$ cat src/hw/rtl/sstf_pkg.sv
// ----------------------------------------------------------------------------
// sstf_pkg
// Shared types and constants for the shortest-seek-time-first scheduler.
// ----------------------------------------------------------------------------
package sstf_pkg;

    localparam int TRACK_W            = 8;
    localparam int WINDOW_DEPTH_DEF   = 8;

    // Request function codes
    localparam logic FUNC_NEW   = 1'b0;
    localparam logic FUNC_DRAIN = 1'b1;

    typedef logic [TRACK_W-1:0] track_t;

    typedef struct packed {
        logic   func;
        track_t request_track;
    } sstf_req_t;

    typedef struct packed {
        track_t served_track;
        track_t seek_distance;
        logic   nothing_pending;
    } sstf_rsp_t;

endpackage

$ cat src/hw/rtl/sstf_disk_request_scheduler_unit.sv
// ----------------------------------------------------------------------------
// sstf_disk_request_scheduler_unit
// Shortest-seek-time-first scheduler over a window of pending track requests.
// ----------------------------------------------------------------------------
// Usage:
//   Requests arrive on the s_ channel (valid/ready). A new request taken while
//   a slot is free is stored in the lowest free slot in the accepting cycle and
//   gives no result; s_ready stays high.
//   A new request into a full window, or a drain transaction, starts a scan of
//   the track RAM: one slot read per cycle, then one result transaction on the
//   m_ channel. The scan length is set by the single read port of the track
//   RAM. Ties go to the lowest slot.
//   A drain of an empty window returns nothing_pending with zero fields.
//   start_track is written through cfg_wr_en/cfg_wr_data and is latched into
//   the head position by the first transaction after reset.
//   Reset (aresetn, synchronous, active low) clears all valid bits, the head
//   and the output valid bit; the RAM and the result data hold no reset value.
//   If the receiver stalls, the block waits in its serve step until the
//   previous result has been taken; no result is dropped.
// ----------------------------------------------------------------------------
module sstf_disk_request_scheduler_unit
    import sstf_pkg::*;
#(
    parameter int WINDOW_DEPTH = WINDOW_DEPTH_DEF
) (
    input  logic      aclk,
    input  logic      aresetn,
    // configuration
    input  logic      cfg_wr_en,
    input  track_t    cfg_wr_data,
    // request channel
    input  logic      s_valid,
    output logic      s_ready,
    input  sstf_req_t s_data,
    // result channel
    output logic      m_valid,
    input  logic      m_ready,
    output sstf_rsp_t m_data
);

    localparam int IDX_W = (WINDOW_DEPTH > 1) ? $clog2(WINDOW_DEPTH) : 1;
    localparam int CNT_W = $clog2(WINDOW_DEPTH + 1);
    localparam logic [CNT_W-1:0] CNT_LAST = CNT_W'(WINDOW_DEPTH);

    typedef enum logic [2:0] {
        ST_IDLE  = 3'b001,
        ST_SCAN  = 3'b010,
        ST_SERVE = 3'b100
    } state_t;

    state_t                  state_reg, state_next;
    track_t                  start_track_reg;
    track_t                  head_reg;
    logic                    head_loaded_reg;
    logic [WINDOW_DEPTH-1:0] slot_valid_reg;
    sstf_req_t               req_reg;
    logic [CNT_W-1:0]        scan_cnt_reg;
    logic                    cmp_vld_reg;
    logic [IDX_W-1:0]        cmp_idx_reg;
    logic                    best_found_reg;
    logic [IDX_W-1:0]        best_idx_reg;
    track_t                  best_track_reg;
    track_t                  best_gap_reg;
    logic                    m_valid_reg;
    sstf_rsp_t               m_data_reg;

    logic                    s_fire;
    logic                    serve_fire;
    logic                    free_found;
    logic [IDX_W-1:0]        free_idx;
    track_t                  head_now;
    track_t                  rd_track;
    track_t                  gap;
    logic                    take_best;
    logic                    wr_en;
    logic [IDX_W-1:0]        wr_addr;
    track_t                  wr_data;

    assign s_ready    = (state_reg == ST_IDLE);
    assign s_fire     = s_valid && s_ready;
    assign serve_fire = (state_reg == ST_SERVE) && (!m_valid_reg || m_ready);
    assign m_valid    = m_valid_reg;
    assign m_data     = m_data_reg;

    // Lowest free slot
    always_comb begin
        free_found = 1'b0;
        free_idx   = '0;
        for (int i = WINDOW_DEPTH - 1; i >= 0; i--) begin
            if (!slot_valid_reg[i]) begin
                free_found = 1'b1;
                free_idx   = IDX_W'(i);
            end
        end
    end

    assign head_now = head_loaded_reg ? head_reg : start_track_reg;

    // Scan compare on registered RAM data
    assign gap       = (rd_track > head_reg) ? (rd_track - head_reg) : (head_reg - rd_track);
    assign take_best = cmp_vld_reg && slot_valid_reg[cmp_idx_reg]
                       && (!best_found_reg || (gap < best_gap_reg));

    // RAM write: free-slot fill on accept, or refill of the served slot
    always_comb begin
        wr_en   = 1'b0;
        wr_addr = free_idx;
        wr_data = s_data.request_track;
        if (serve_fire) begin
            wr_en   = (req_reg.func == FUNC_NEW) && best_found_reg;
            wr_addr = best_idx_reg;
            wr_data = req_reg.request_track;
        end else if (s_fire) begin
            wr_en   = (s_data.func == FUNC_NEW) && free_found;
        end
    end

    sstf_track_ram #(
        .DEPTH  (WINDOW_DEPTH),
        .ADDR_W (IDX_W)
    ) u_track_ram (
        .aclk    (aclk),
        .wr_en   (wr_en),
        .wr_addr (wr_addr),
        .wr_data (wr_data),
        .rd_addr (scan_cnt_reg[IDX_W-1:0]),
        .rd_data (rd_track)
    );

    always_comb begin
        state_next = state_reg;
        unique case (state_reg)
            ST_IDLE: begin
                if (s_fire && !((s_data.func == FUNC_NEW) && free_found)) begin
                    state_next = ST_SCAN;
                end
            end
            ST_SCAN: begin
                if (scan_cnt_reg == CNT_LAST) begin
                    state_next = ST_SERVE;
                end
            end
            ST_SERVE: begin
                if (serve_fire) begin
                    state_next = ST_IDLE;
                end
            end
            default: state_next = ST_IDLE;
        endcase
    end

    // Control state
    always_ff @(posedge aclk) begin
        if (!aresetn) begin
            state_reg       <= ST_IDLE;
            start_track_reg <= '0;
            head_reg        <= '0;
            head_loaded_reg <= 1'b0;
            slot_valid_reg  <= '0;
            scan_cnt_reg    <= '0;
            cmp_vld_reg     <= 1'b0;
            best_found_reg  <= 1'b0;
            m_valid_reg     <= 1'b0;
        end else begin
            state_reg <= state_next;
            if (cfg_wr_en) begin
                start_track_reg <= cfg_wr_data;
            end
            if (s_fire) begin
                head_reg        <= head_now;
                head_loaded_reg <= 1'b1;
                scan_cnt_reg    <= '0;
                best_found_reg  <= 1'b0;
                if ((s_data.func == FUNC_NEW) && free_found) begin
                    slot_valid_reg[free_idx] <= 1'b1;
                end
            end
            if (state_reg == ST_SCAN) begin
                cmp_vld_reg <= (scan_cnt_reg != CNT_LAST);
                if (scan_cnt_reg != CNT_LAST) begin
                    scan_cnt_reg <= scan_cnt_reg + 1'b1;
                end
            end else begin
                cmp_vld_reg <= 1'b0;
            end
            if (take_best) begin
                best_found_reg <= 1'b1;
            end
            if (serve_fire) begin
                m_valid_reg <= 1'b1;
                if (best_found_reg) begin
                    head_reg <= best_track_reg;
                    // a drain frees the slot; a new request keeps it occupied
                    if (req_reg.func == FUNC_DRAIN) begin
                        slot_valid_reg[best_idx_reg] <= 1'b0;
                    end
                end
            end else if (m_ready) begin
                m_valid_reg <= 1'b0;
            end
        end
    end

    // Payload registers
    always_ff @(posedge aclk) begin
        if (s_fire) begin
            req_reg <= s_data;
        end
        if (state_reg == ST_SCAN) begin
            cmp_idx_reg <= scan_cnt_reg[IDX_W-1:0];
        end
        if (take_best) begin
            best_idx_reg   <= cmp_idx_reg;
            best_track_reg <= rd_track;
            best_gap_reg   <= gap;
        end
        if (serve_fire) begin
            if (best_found_reg) begin
                m_data_reg.served_track    <= best_track_reg;
                m_data_reg.seek_distance   <= best_gap_reg;
                m_data_reg.nothing_pending <= 1'b0;
            end else begin
                m_data_reg.served_track    <= '0;
                m_data_reg.seek_distance   <= '0;
                m_data_reg.nothing_pending <= 1'b1;
            end
        end
    end

endmodule

$ cat src/hw/rtl/sstf_track_ram.sv
// ----------------------------------------------------------------------------
// sstf_track_ram
// Pending-track store: one write port, one read port, registered read data.
// ----------------------------------------------------------------------------
module sstf_track_ram
    import sstf_pkg::*;
#(
    parameter int DEPTH  = WINDOW_DEPTH_DEF,
    parameter int ADDR_W = (DEPTH > 1) ? $clog2(DEPTH) : 1
) (
    input  logic              aclk,
    input  logic              wr_en,
    input  logic [ADDR_W-1:0] wr_addr,
    input  track_t            wr_data,
    input  logic [ADDR_W-1:0] rd_addr,
    output track_t            rd_data
);

    track_t mem [DEPTH];

    always_ff @(posedge aclk) begin
        if (wr_en) begin
            mem[wr_addr] <= wr_data;
        end
        rd_data <= mem[rd_addr];
    end

endmodule

$ cat config.mk
export PLATFORM = sky130hd
export DESIGN_NAME = sstf_disk_request_scheduler_unit
export DESIGN_NICKNAME = d
export VERILOG_FILES = /design/src/hw/rtl/sstf_pkg.sv /design/src/hw/rtl/sstf_disk_request_scheduler_unit.sv /design/src/hw/rtl/sstf_track_ram.sv
export SDC_FILE = /design/constraint.sdc
export NUM_CORES = 1
export LEC_CHECK = 0
export BUFFER_PORTS_ARGS = -buffer_cell sky130_fd_sc_hd__buf_2
export CORE_UTILIZATION = 50
export DETAILED_ROUTE_END_ITERATION = 8
export PLACE_DENSITY = 0.68
export SETUP_SLACK_MARGIN = 0.02
export SLEW_MARGIN = 0
export SYNTH_ARGS = -nofsm -noshare
export SYNTH_HDL_FRONTEND = slang
export SYNTH_SLANG_ARGS = --single-unit
$ cat constraint.sdc
create_clock -name aclk -period 8.1 [get_ports aclk]
set_input_delay 1.215 -clock aclk [delete_from_list [all_inputs] [get_ports aclk]]
set_output_delay 1.215 -clock aclk [all_outputs]
set_load 0.1 [all_outputs]
== Word-level counts from Yosys, hierarchy flattened ==
Memory sizes are Yosys's and may differ from the RTL's. A register that Yosys moved wholly into a read port is not among the register bits.
Cells that the tools add are included.
Word-level totals
  output and inout bits: 19
  memories kept: 1
  bits in registers: 83
  bits in writable memories: 64
  input bits: 22
  logic and storage cells: 111
Cells by class
  add/sub/neg operators: 3
  equality and inequality tests: 8
  bitwise logic cells: 5
  order comparisons: 7
  mux-type cells: 51
  reduce and logical (&&, ||, !) cells: 18
Memory list
  u_track_ram.mem: words 8, width 8, read ports 1, clocked after Yosys merged registers in 1, wr ports 1, RTL line sstf_track_ram.sv:19  | track_t mem [DEPTH];
Operators with widths (number)
  8-bit two-way mux: 12
  3-bit two-way mux: 12
  1-bit two-way mux: 20
  8-bit subtractor: 2
  3-bit by 4-bit less-than comparator with 1-bit output (second input constant): 3
  4-bit two-way mux: 3
  1-bit logical AND: 9
  3-bit case mux with 3 select lines: 1
  8-bit bitwise AND: 1
  8-bit > comparator: 1
  8-bit less-than comparator: 1
  8-bit NOT: 1
  8-bit bitwise OR: 1
  1-bit demux with 3-bit select: 2
  3-bit by 1-bit >= comparator with 1-bit output (second input constant): 2
  4-bit by 1-bit adder with 4-bit output (second input constant): 1
  4-bit equality test (second input constant): 1
  2-bit != test (second input constant): 2
  4-bit != test (second input constant): 1
  2-bit nonzero test: 2
  1-bit binary-select mux with 3-bit select: 1
  3-bit by 1-bit equality test with 1-bit output (second input constant): 1
  3-bit by 2-bit equality test with 1-bit output (second input constant): 1
  3-bit equality test (second input constant): 1
  6 further kinds: 10

== Depth between registers and ports, before layout ==
Gate-level depths: netlist of the first run.
  depth after elaboration: 20
  mapped depth: 17
  depth with buffers taken out: 17

== Cells and area by module ==
A second synthesis of the first run with hierarchy kept.
Second synthesis, totals
  cell total of the unflattened synthesis: 510
  area, all modules: 6865.3 um^2
Modules (own cells, without submodules)
  sstf_disk_request_scheduler_unit: area an instance 4174.0 um^2, cells an instance 396, times used 1, seq. area each 2142.1 um^2
  sstf_track_ram: area an instance 2691.3 um^2, cells an instance 114, times used 1, seq. area each 2082.0 um^2

== Least setup slack after synthesis of the first run ==
OpenSTA, ideal clock, no wires.
  path kind: flip-flop to output port
  start point: reg state_reg[0]
  end point: out s_ready
  data arrival time: 2666 ps
  setup slack: 4219 ps
  stages on the path, launching flop included: 2
  data required time: 6885 ps
  buffers on the path: 0
  path through: dfxtp_1 nor3b_1
On the way
  word-level cells in the longest chain between the ends: 1
Ends and longest elaborated chain
  start, declared: RTL line sstf_disk_request_scheduler_unit.sv:51  | state_t state_reg, state_next;
  start signal, assigned: RTL line sstf_disk_request_scheduler_unit.sv:165  | state_reg <= state_next;
  3-bit by 1-bit equality test with 1-bit output: RTL line sstf_disk_request_scheduler_unit.sv:79  | assign s_ready = (state_reg == ST_IDLE);
  end, declared: RTL line sstf_disk_request_scheduler_unit.sv:33  | output logic s_ready,
No other way between the ends.

== Final worst setup path of the first run ==
  start point: reg head_reg[1]
  end point: reg best_track_reg[2], enable pin
On the way
  word-level cells in the longest chain between the ends: 5
  elaborated cells on any way between the ends: 7
  classes of those cells: add/sub (2); order compare (2); mux (1); reduce/logical (2)
Ends and longest elaborated chain
  start, declared: RTL line sstf_disk_request_scheduler_unit.sv:53  | track_t head_reg;
  start signal, assigned: RTL line sstf_disk_request_scheduler_unit.sv:170  | head_reg <= head_now;
  start signal, assigned: RTL line sstf_disk_request_scheduler_unit.sv:192  | head_reg <= best_track_reg;
  8-bit subtractor or 8-bit > comparator (tied branches): RTL line sstf_disk_request_scheduler_unit.sv:100  | assign gap = (rd_track > head_reg) ? (rd_track - head_reg) : (head_reg - rd_track);
  8-bit two-way mux *: RTL line sstf_disk_request_scheduler_unit.sv:100
  named net gap[5]: RTL line sstf_disk_request_scheduler_unit.sv:73  | track_t gap;
  8-bit less-than comparator *: RTL line sstf_disk_request_scheduler_unit.sv:102  | && (!best_found_reg || (gap < best_gap_reg));
  1-bit logical OR *: RTL line sstf_disk_request_scheduler_unit.sv:102
  1-bit logical AND *: RTL line sstf_disk_request_scheduler_unit.sv:102
  named net take_best: RTL line sstf_disk_request_scheduler_unit.sv:74  | logic take_best;
  end signal, assigned: RTL line sstf_disk_request_scheduler_unit.sv:214  | best_track_reg <= rd_track;
  end, declared: RTL line sstf_disk_request_scheduler_unit.sv:62  | track_t best_track_reg;
Mark *: on every way through the listed nets, which the timed path passes. The rest lies on a longest branch.
A chain may end at the register's enable or synchronous reset.

==> flow_summary.json, run 1 <==
{
  "run_status": "finished, final reports clean",
  "detailedRoute.firstPassIterationCount": 5,
  "seq_power_share_pct": 50.6,
  "worst-path-max-fanout": 20,
  "ys_dominant_reg_cell": "edfxtp_1",
  "pwr-share-comb_pct": 6.1,
  "cts.clk_slew.worst_paths_ns": 0.06,
  "placeableCoreArea_mm2": 0.0133,
  "synth-seq-cells": 155,
  "antenna_violating_nets_post_route": 0,
  "min_from": "u_track_ram.rd_data[7]",
  "period_share_pct": 55.0,
  "overflow": 0,
  "period_minus_slack_ns": 4.45,
  "clock_tree.root_cell": "clkbuf_16",
  "post_cts_resized": 0,
  "cts_tree": "done",
  "power.internal_mw": 1.36,
  "pre_cts_ws_ns": 3.65,
  "utilization_pct": 58.2,
  "post_synth_edffs": 112,
  "cts_hold_buf": 0,
  "cts_buf_count": 17,
  "timing.final.setup_violations": 0,
  "synthArstFlopShare_pct": 0,
  "cp-end-kind": "flip-flop",
  "cts-htree-levels": 4,
  "finalInstanceArea_mm2": 0.00777,
  "finalWirelength_um": 14000,
  "cts_post_setup_buffers_inserted": 0,
  "grt_pass1_vias": 4292,
  "worst_slack_ns": 3.65,
  "highest_achievable_clock_rate_ghz": 0.225,
  "netlist-cell-type-count": 64,
  "netlist_instances": 548,
  "mappedNetlistNets": 596,
  "synth_warnings": 0,
  "hold_violations": 0,
  "avgSynthCellArea_um2": 12.5,
  "cts_buffer_depth": 2,
  "horizontal_extent_of_the_die_um": 119,
  "most_common_cell_after_layout_fill_and_taps_aside": "edfxtp_1",
  "seq_total_area_yosys_pct": 61.5,
  "design.portCount": 41,
  "setup-tns-final_ns": 0,
  "critical_path.startpoint_type": "flip-flop",
  "initial_antenna_violation_count": 0,
  "fp-row-count": 42,
  "timing.final.max_slew_violations": 0,
  "min_path_type": "flip-flop to flip-flop",
  "max_cap_viol_count": 0,
  "largest_register_ff_count": 64,
  "clk_latency_ns": 0.42,
  "cts_sinks": 155,
  "ir_drop_mv": 0.193,
  "worst_slew_margin_pct": 25.9,
  "total_switching_power_mw": 0.372,
  "power.density_cell_area_mw_per_mm2": 222,
  "synth_largest_area_cell": "edfxtp_1",
  "final_layout_size_suffix_gt1_share_pct": 17.6,
  "dieArea_mm2": 0.0142,
  "critical_path_class": "flip-flop to flip-flop",
  "mostFrequentLayoutCells": "112 x edfxtp_1, 73 x nand2_1, 48 x nor2_1, 43 x dfxtp_1, 40 x buf_2",
  "detailed_place_hpwl_um": 9980,
  "clkPwrFrac_pct": 43.3,
  "vias": 4344,
  "setup_repair_after_global_routing_missed_its_margin": "no",
  "die_height_um": 119,
  "routed_wire_length_per_instance_um": 18.0,
  "hold_slack_ns": 0.441,
  "start_util_pct": 51.5,
  "synth_area_mm2": 0.00687,
  "route.detailed.drc": 0,
  "port-buffer-count": 40,
  "diodes": 0,
  "regToRegSetupSlack_ns": 3.65,
  "clock-skew-final_ns": 0.00674,
  "grt_max_degree": 31,
  "swShare_pct": 21.5,
  "worst_slew_pin_slew_ns": 1.10,
  "power.static_leakage_nw": 2.87,
  "regToRegStartpoint": "head_reg[1]",
  "wire_length_of_the_first_global_routing_pass_um": 22600,
  "gp_routability_congestion": 0.924,
  "netlist_top_cells_area": "edfxtp_1 49%, dfxtp_1 13%, mux4_2 5.9%",
  "critical_path_arrival_ns": 4.50,
  "final_net_count": 636,
  "route.detailed.vias_per_inst": 5.59,
  "critical_path_required_ns": 8.15,
  "number_of_drc_markers_after_the_initial_detailed_route_iteration": 257,
  "placement.cell_area_mm2": 0.00721,
  "critPathLaunch": "head_reg[1]",
  "area_share_of_the_largest_cell_type_after_synthesis_pct": 49.0,
  "grtUsageTotal_pct": 21.3,
  "flow.area_growth_from_synthesis_pct": 13.1
}
-- power by group through the flow --
stage	combinational, mW	sequential [mW]	clock, mW
global placement	0.102	0.890	0
detailed placement	0.104	0.890	0
finish	0.105	0.873	0.749
CTS	0.105	0.873	0.760
global route	0.117	0.875	0.788
floorplan	0.0780	0.885	0
-- cell usage after synthesis, types with 4 or more instances --
library cell	count
nand2_1	73
nor3_1	22
ha_1	24
o21ai_0	20
a31oi_1	6
mux2i_1	12
buf_2	4
a21oi_1	20
clkbuf_1	12
xnor2_1	4
nor2b_1	4
mux4_2	18
dfxtp_1	43
a311oi_1	9
nand3_1	6
inv_1	34
edfxtp_1	112
and2_1	10
nor2_1	48
nand2b_1	6
-- critical path, stage by stage (launching register included) --
cell and delay, ns:
dfxtp_1 0.45, inv_1 0.12, fa_1 0.45, nand3_1 0.14, a211oi_2 0.12, a21oi_2 0.39
nor3_1 0.10, a21oi_1 0.19, xor2_1 0.21, ha_1 0.27, a21o_1 0.16, a21oi_1 0.14
nor2b_1 0.08, a2111oi_0 0.41, o211a_1 0.82
-- layout make-up --
cell class                 instances  area, um^2
multi-input combinational        337        2420
fill                            1034        5580
inverter                          36         135
clock inverter                     5        27.5
timing repair buffer              41         208
clock buffer                      27         536
tap                              176         220
sequential                       155        4220
-- cells by family after synthesis --
| family | after synthesis | share of synthesized area [%] |
|---|---|---|
| and+or+nand+nor | 189 | 13.1 |
| buffers and inverters | 56 | 3.26 |
| DFF | 155 | 61.5 |
| adders and majority gates | 26 | 4.95 |
| muxes | 32 | 7.98 |
| AOI/OAI and AO/OA | 84 | 8.43 |
| xor gates and xnor gates | 6 | 0.765 |
-- worst paths after layout --
kind	end	depth (start not counted)
min	best_track_reg[7]	0
min reg2reg	best_track_reg[7]	0
max	best_track_reg[2]	14
max reg2reg	best_track_reg[2]	14
-- layer usage --
metal  vias up  wire length [um]  track usage, %
met1      2129              6290            27.5
met2       124              6820            34.7
li1       2077                 -               -
met3        14               708            4.98
met5         -                 0               0
met4         0               183            8.31
-- per-stage QoR --
stage	instances	power [mW]
after floorplan	548	0.963
after global placement	745	0.992
after detailed placement	745	0.994
after CTS	777	1.74
after global routing	777	1.78
final	777	1.73
Note: power is estimated with default switching activity, not from simulation.
==> run 2: changes to the inputs <==
--- a/config.mk
+++ b/config.mk
@@ -5,10 +5,11 @@
 export SDC_FILE = /design/constraint.sdc
 export NUM_CORES = 1
 export LEC_CHECK = 0
+export ABC_AREA = 1
 export BUFFER_PORTS_ARGS = -buffer_cell sky130_fd_sc_hd__buf_2
 export CORE_UTILIZATION = 50
 export DETAILED_ROUTE_END_ITERATION = 8
-export PLACE_DENSITY = 0.68
+export PLACE_DENSITY = 0.67
 export SETUP_SLACK_MARGIN = 0.02
 export SLEW_MARGIN = 0
 export SYNTH_ARGS = -nofsm -noshare
==> constraint.sdc (replaced) <==
create_clock -name aclk -period 4.6 [get_ports aclk]
set_input_delay 0.69 -clock aclk [delete_from_list [all_inputs] [get_ports aclk]]
set_output_delay 0.69 -clock aclk [all_outputs]
set_load 0.1 [all_outputs]
==> run 2 against run 1 <==
  * Critical path depth grew 3
  * Count of clock-buffer cells in the layout shrank 10
  * Cell area grew 2.9%
  * Wire length grew 6.8%
  * Power grew 99%
  * Worst setup slack lost 2.5 ns
  * Global-route usage grew 0.73 points
  * First-iteration DRC count grew 44%
  * Critical path type unchanged
  * Critical endpoint is now best_idx_reg[0]
  * Largest cell class unchanged
==> flow_summary.json, run 2 <==
{
  "route.detailed.vias_per_inst": 5.23,
  "cts_buf_count": 17,
  "flow.area_growth_from_synthesis_pct": 12.9,
  "netlist-cell-type-count": 36,
  "clk_latency_ns": 0.43,
  "setup_repair_after_global_routing_missed_its_margin": "no",
  "vias": 5100,
  "synth_largest_area_cell": "edfxtp_1",
  "critical_path.startpoint_type": "flip-flop",
  "synth_area_mm2": 0.00709,
  "final_net_count": 831,
  "synth.cells.most_frequent": "175 x nand2_1, 112 x edfxtp_1, 85 x inv_1",
  "multiInputGateArea_mm2": 0.00239,
  "power.density_cell_area_mw_per_mm2": 429,
  "drt-met1-wl_um": 6740,
  "wire_length_of_the_first_global_routing_pass_um": 24200,
  "worst_slack_ns": 1.18,
  "clock_tree.root_cell": "clkbuf_16",
  "cp-end-kind": "flip-flop",
  "period_share_pct": 74.5,
  "hold_violations": 0,
  "most_common_cell_after_layout_fill_and_taps_aside": "nand2_1",
  "grtUsageTotal_pct": 22.0,
  "largest_register_ff_count": 64,
  "cts_sinks": 155,
  "critical_path_class": "flip-flop to flip-flop",
  "nFillCells": 1204,
  "run_status": "finished, final reports clean",
  "horizontal_extent_of_the_die_um": 121,
  "timing.final.setup_violations": 0,
  "ir_drop_mv": 0.312,
  "max_cap_viol_count": 0,
  "detailed_place_hpwl_um": 10300,
  "finalWirelength_um": 14900,
  "overflow": 0,
  "dieArea_mm2": 0.0147,
  "worst-path-max-fanout": 19,
  "cts_buffer_depth": 2,
  "gp_routability_congestion": 0.903,
  "cts-htree-levels": 4,
  "seq_area_mm2": 0.00422,
  "placeableCoreArea_mm2": 0.0138,
  "final_layout_size_suffix_gt1_share_pct": 12.1,
  "area_share_of_the_largest_cell_type_after_synthesis_pct": 47.5,
  "route.top_layer_used": "met4",
  "yosys.cell_count.top_type": "nand2_1",
  "detailroute.wirelength.met3_um": 791,
  "pre_cts_ws_ns": 1.22,
  "highest_achievable_clock_rate_ghz": 0.292,
  "grt_pass1_vias": 4885,
  "synth_warnings": 0,
  "synth-seq-cells": 155,
  "post_synth_edffs": 112,
  "netlist_top_cells_area": "edfxtp_1 47%, dfxtp_1 12%, nand2_1 9.3%",
  "grt_max_degree": 37,
  "min_path_type": "input port to flip-flop",
  "ys_dominant_reg_cell": "edfxtp_1",
  "cts_hold_buf": 0,
  "timing.final.max_slew_violations": 0,
  "fp-row-count": 43,
  "number_of_drc_markers_after_the_initial_detailed_route_iteration": 371,
  "critical_path_required_ns": 4.66,
  "critical_path_arrival_ns": 3.48,
  "start_util_pct": 51.2,
  "cts_post_setup_buffers_inserted": 0,
  "post_cts_resized": 0,
  "cts_tree": "done",
  "power.static_leakage_nw": 3.31,
  "routed_wire_length_per_instance_um": 15.3,
  "design.portCount": 41,
  "clock-skew-final_ns": 0.00638,
  "netlist_instances": 744,
  "met2_wirelength_um": 7200,
  "initial_antenna_violation_count": 0,
  "worst_slew_margin_pct": 34.8,
  "period_minus_slack_ns": 3.42,
  "mostFrequentLayoutCells": "175 x nand2_1, 112 x edfxtp_1, 85 x inv_1, 82 x nor2_1, 44 x o21ai_0",
  "antenna_violating_nets_post_route": 0,
  "layoutNonFillerInstCount": 976,
  "utilization_pct": 57.8,
  "seq_total_area_yosys_pct": 59.6,
  "port-buffer-count": 40,
  "synthArstFlopShare_pct": 0,
  "avgSynthCellArea_um2": 9.52,
  "route.detailed.drc": 0,
  "post-place-cells": 944,
  "mappedNetlistNets": 792,
  "setup-tns-final_ns": 0,
  "worst_slew_pin_slew_ns": 0.974,
  "die_height_um": 121,
  "detailedRoute.firstPassIterationCount": 5,
  "diodes": 0,
  "cts.clk_slew.worst_paths_ns": 0.07
}
[run 2: cell types whose count changed in the layout (fill, tap and decap cells not counted), moves of 10 or more]
cell and delta:
o21ai_1 +22, nor3_1 -20, mux4_2 -18, o21ai_0 +24
inv_1 +51, mux2i_1 -12, o22ai_1 +16, nor2_1 +34
nand2_1 +102, nand3_1 +18, and2_1 -10
[run 2: kinds of logic after synthesis]
logic type	count (synthesis)	share of synthesized area (%)
xor+xnor	9	1.11
flops	155	59.6
compound gates	131	10.2
simple gates	302	17.7
buf+inv	121	6.62
fa+ha+maj	26	4.80
[run 2: critical path, stage by stage, from the launching register on]
cell and delay (ns):
dfxtp_1 0.39, inv_1 0.06, ha_1 0.38, a21oi_1 0.31, o21a_1 0.15, nand2_1 0.05
nand2_2 0.15, inv_2 0.09, nand2_1 0.07, nand2_1 0.05, inv_1 0.07, ha_1 0.24
a21oi_1 0.16, o21a_1 0.14, nand2_1 0.05, nand2_1 0.05, nand2_1 0.06, inv_1 0.57
[run 2: worst paths after layout]
path                                        startpoint  slack, ns  cells after the start                 to
worst max-delay path                       head_reg[5]       1.18                     17    best_idx_reg[0]
worst max register to register             head_reg[5]       1.18                     17    best_idx_reg[0]
worst min-delay path                         s_data[6]       0.45                      1         req_reg[6]
worst min register to register  u_track_ram.rd_data[7]       0.46                      0  best_track_reg[7]
[run 2: power by group]
group | total, mW | internal (mW) | leakage (nW) | switching [mW]
registers | 1.60 | 1.57 | 1.37 | 0.0345
logic | 0.488 | 0.146 | 1.66 | 0.342
clock network | 1.34 | 0.754 | 0.274 | 0.589
[run 2: layout make-up]
class,instances,area share (%)
sequential,155,52.8
multi-input combinational,468,29.9
clock buffer,17,5.32
inverter,98,4.60
tap,180,2.82
timing repair buffer,43,2.78
clock inverter,15,1.75
[run 2: stage by stage]
step | hold WS (ns) | total power, mW | instance area, um^2
5_1_grt | 0.432 | 3.57 | 8000
3_5_place_dp | 0.451 | 2.12 | 7430
3_3_place_gp | 0.433 | 2.10 | 7430
2_1_floorplan | 0.412 | 2.00 | 7090
4_1_cts | 0.431 | 3.46 | 8000
6_report | 0.448 | 3.43 | 8000
[run 2: layer usage]
layer  vias to the layer above  GRT usage, %
met3                        21          4.84
li1                       2550             -
met4                         0          8.87
met5                         -             0
met2                       140          36.1
met1                      2389          28.2
==> run 3: changes to the inputs <==
--- a/config.mk
+++ b/config.mk
@@ -9,7 +9,7 @@
 export BUFFER_PORTS_ARGS = -buffer_cell sky130_fd_sc_hd__buf_2
 export CORE_UTILIZATION = 50
 export DETAILED_ROUTE_END_ITERATION = 8
-export PLACE_DENSITY = 0.67
+export PLACE_DENSITY = 0.7
 export SETUP_SLACK_MARGIN = 0.02
 export SLEW_MARGIN = 0
 export SYNTH_ARGS = -nofsm -noshare
==> constraint.sdc (replaced) <==
create_clock -name aclk -period 2.8 [get_ports aclk]
set_input_delay 0.42 -clock aclk [delete_from_list [all_inputs] [get_ports aclk]]
set_output_delay 0.42 -clock aclk [all_outputs]
set_load 0.1 [all_outputs]
==> run 3 against run 2 <==
  * The flow now finishes with violations (setup timing)
  * Power up 74%
  * Clock skew up 0.00060 ns
  * Via count up 8.1%
  * Fmax up 12%
  * Count of clock-buffer cells in the layout up 1
  * Global-route usage up 2.1 points
  * Critical endpoint is now best_gap_reg[6]
  * Largest power group unchanged
  * Highest routed layer unchanged
==> flow_summary.json, run 3 (synthesis results as in run 2) <==
{
  "cts-htree-levels": 4,
  "grt_max_degree": 37,
  "cts_buf_count": 17,
  "layoutNonFillerInstCount": 1027,
  "cp-end-kind": "flip-flop",
  "period_minus_slack_ns": 3.06,
  "highest_achievable_clock_rate_ghz": 0.327,
  "mostFrequentLayoutCells": "158 x nand2_1, 112 x edfxtp_1, 80 x nor2_1, 75 x inv_1, 47 x buf_4",
  "cts_sinks": 155,
  "fp-row-count": 43,
  "critical_path.startpoint_type": "flip-flop",
  "clock-skew-final_ns": 0.00699,
  "cts_buffer_depth": 2,
  "endpoint": "best_gap_reg[6]",
  "critical_path_required_ns": 3.00,
  "design.portCount": 41,
  "port-buffer-count": 40,
  "period_share_pct": 109,
  "number_of_drc_markers_after_the_initial_detailed_route_iteration": 416,
  "clock_tree.root_cell": "clkbuf_16",
  "rr_endpoint": "best_gap_reg[6]",
  "critical_path_arrival_ns": 3.25,
  "min_path_cells": 1,
  "path_depth": 24,
  "vias": 5511,
  "utilization_pct": 63.6,
  "routed_wire_length_per_instance_um": 16.4,
  "hold_slack_ns": 0.185,
  "largest_register_ff_count": 64,
  "cts.clk_slew.worst_paths_ns": 0.06,
  "antenna_violating_nets_post_route": 0,
  "cp.buffers_inverters": 7,
  "worst_slack_ns": -0.258,
  "most_common_cell_after_layout_fill_and_taps_aside": "nand2_1",
  "cp_common_cell": "nand2_2",
  "ir_drop_mv": 0.612,
  "reg2reg_depth": 24,
  "final_net_count": 882,
  "worst-path-max-fanout": 6,
  "setup_repair_after_global_routing_missed_its_margin": "yes",
  "gp_routability_congestion": 0.892,
  "min_path_type": "input port to flip-flop",
  "critical_path_class": "flip-flop to flip-flop",
  "overflow": 0,
  "regToRegSetupSlack_ns": -0.26,
  "max_cap_viol_count": 0,
  "critPathLaunch": "u_track_ram.rd_data[0]",
  "die_height_um": 121,
  "dieArea_mm2": 0.0147,
  "critical_path.max_stage_delay_ns": 0.37,
  "worst_slew_margin_pct": 59.9,
  "post-place-cells": 983,
  "start_util_pct": 51.2,
  "cts_hold_buf": 0,
  "timing.final.setup_violations": 20,
  "finalWirelength_um": 16900,
  "grt_pass1_vias": 5426,
  "detailedRoute.firstPassIterationCount": 5,
  "violations": "setup timing",
  "power.density_cell_area_mw_per_mm2": 680,
  "clk_latency_ns": 0.43,
  "grtUsageTotal_pct": 24.1,
  "hold_violations": 0,
  "timing.final.max_slew_violations": 0,
  "cts_tree": "done",
  "final_layout_size_suffix_gt1_share_pct": 24.6,
  "crit_path_top_delay_cell": "dfxtp_4",
  "run_status": "finished, violations left",
  "worst_slew_pin_slew_ns": 0.598,
  "route.detailed.drc": 0,
  "crit_path_cell_trace": "inv_4 > ha_4 > inv_4 > fa_2 > nand2_2 > nand2_2 > nand2_2 > nand2_4 > nand2_8 > o21ai_2 > o21ai_1 > inv_2 > ha_4 > nand2_2 > inv_2 > nand2_1 > nand2_1 > nand2_1 > nand2_2 > nand2_2 > nand2_4 > clkinvlp_4 > buf_12 > buf_12",
  "horizontal_extent_of_the_die_um": 121,
  "critPathTopFamily": "simple AND/OR/NAND/NOR gates",
  "wire_length_of_the_first_global_routing_pass_um": 26400,
  "route.detailed.vias_per_inst": 5.37,
  "placeableCoreArea_mm2": 0.0138,
  "power.static_leakage_nw": 3.59,
  "diodes": 0,
  "detailed_place_hpwl_um": 10900,
  "regToRegStartpoint": "u_track_ram.rd_data[0]",
  "initial_antenna_violation_count": 0,
  "setup-tns-final_ns": -4.71,
  "flow.area_growth_from_synthesis_pct": 24.1
}
## run 3: worst min-delay path by stage
stage | startpoint | end | slack (ns)
finish | s_data[3] | req_reg[3] | 0.19
detailed placement | u_track_ram.rd_data[7] | best_track_reg[7] | 0.45
global placement | u_track_ram.rd_data[0] | best_track_reg[0] | 0.44
CTS | s_data[3] | req_reg[3] | 0.17
global route | s_data[3] | req_reg[3] | 0.17
floorplan | u_track_ram.rd_data[7] | best_track_reg[7] | 0.41
## run 3: repair_timing
action | 4_1_cts | 5_1_grt
buffers inserted | 7 | 3
endpoints found under the setup margin | 20 | 20
cloned | 2 | 0
pin swaps | 13 | 18
hold endpoints to repair | 0 | 0
gates resized for setup | 36 | 45
## run 3: worst reg2reg max path: cells and delay by family, from the launching register on
kind	cells	cell delay [ns]
buffers and inverters	7	0.65
and+or+nand+nor	12	0.90
AOI/OAI and AO/OA	2	0.13
DFF	1	0.37
adders and majority gates	3	0.77
## run 3: final cells by class
class / instances / area (um^2)
fill: 1046 / 5040
sequential: 155 / 4240
multi-input combinational: 469 / 2720
timing repair buffer: 93 / 663
clock buffer: 18 / 429
inverter: 98 / 379
tap: 180 / 225
clock inverter: 14 / 130
## run 3: where the power goes
group          switching, mW  leakage [nW]  internal [mW]
logic                  0.711          1.95          0.427
clock network          0.907         0.262           1.29
registers             0.0632          1.38           2.58
## run 3: per-stage QoR
step	power, mW	cell area, um^2	setup WS (ns)
after global routing	6.19	8790	-0.379
after global placement	3.52	7750	-0.0977
after CTS	5.82	8580	-0.138
after floorplan	3.28	7100	0.0457
after detailed placement	3.56	7750	-0.163
final	5.98	8790	-0.258
## run 3: metal layers
metal / GRT usage, % / routed length, um
met5: 0 / 0
met4: 10.1 / 360
met3: 5.92 / 1030
met2: 41.0 / 8660
met1: 29.2 / 6840
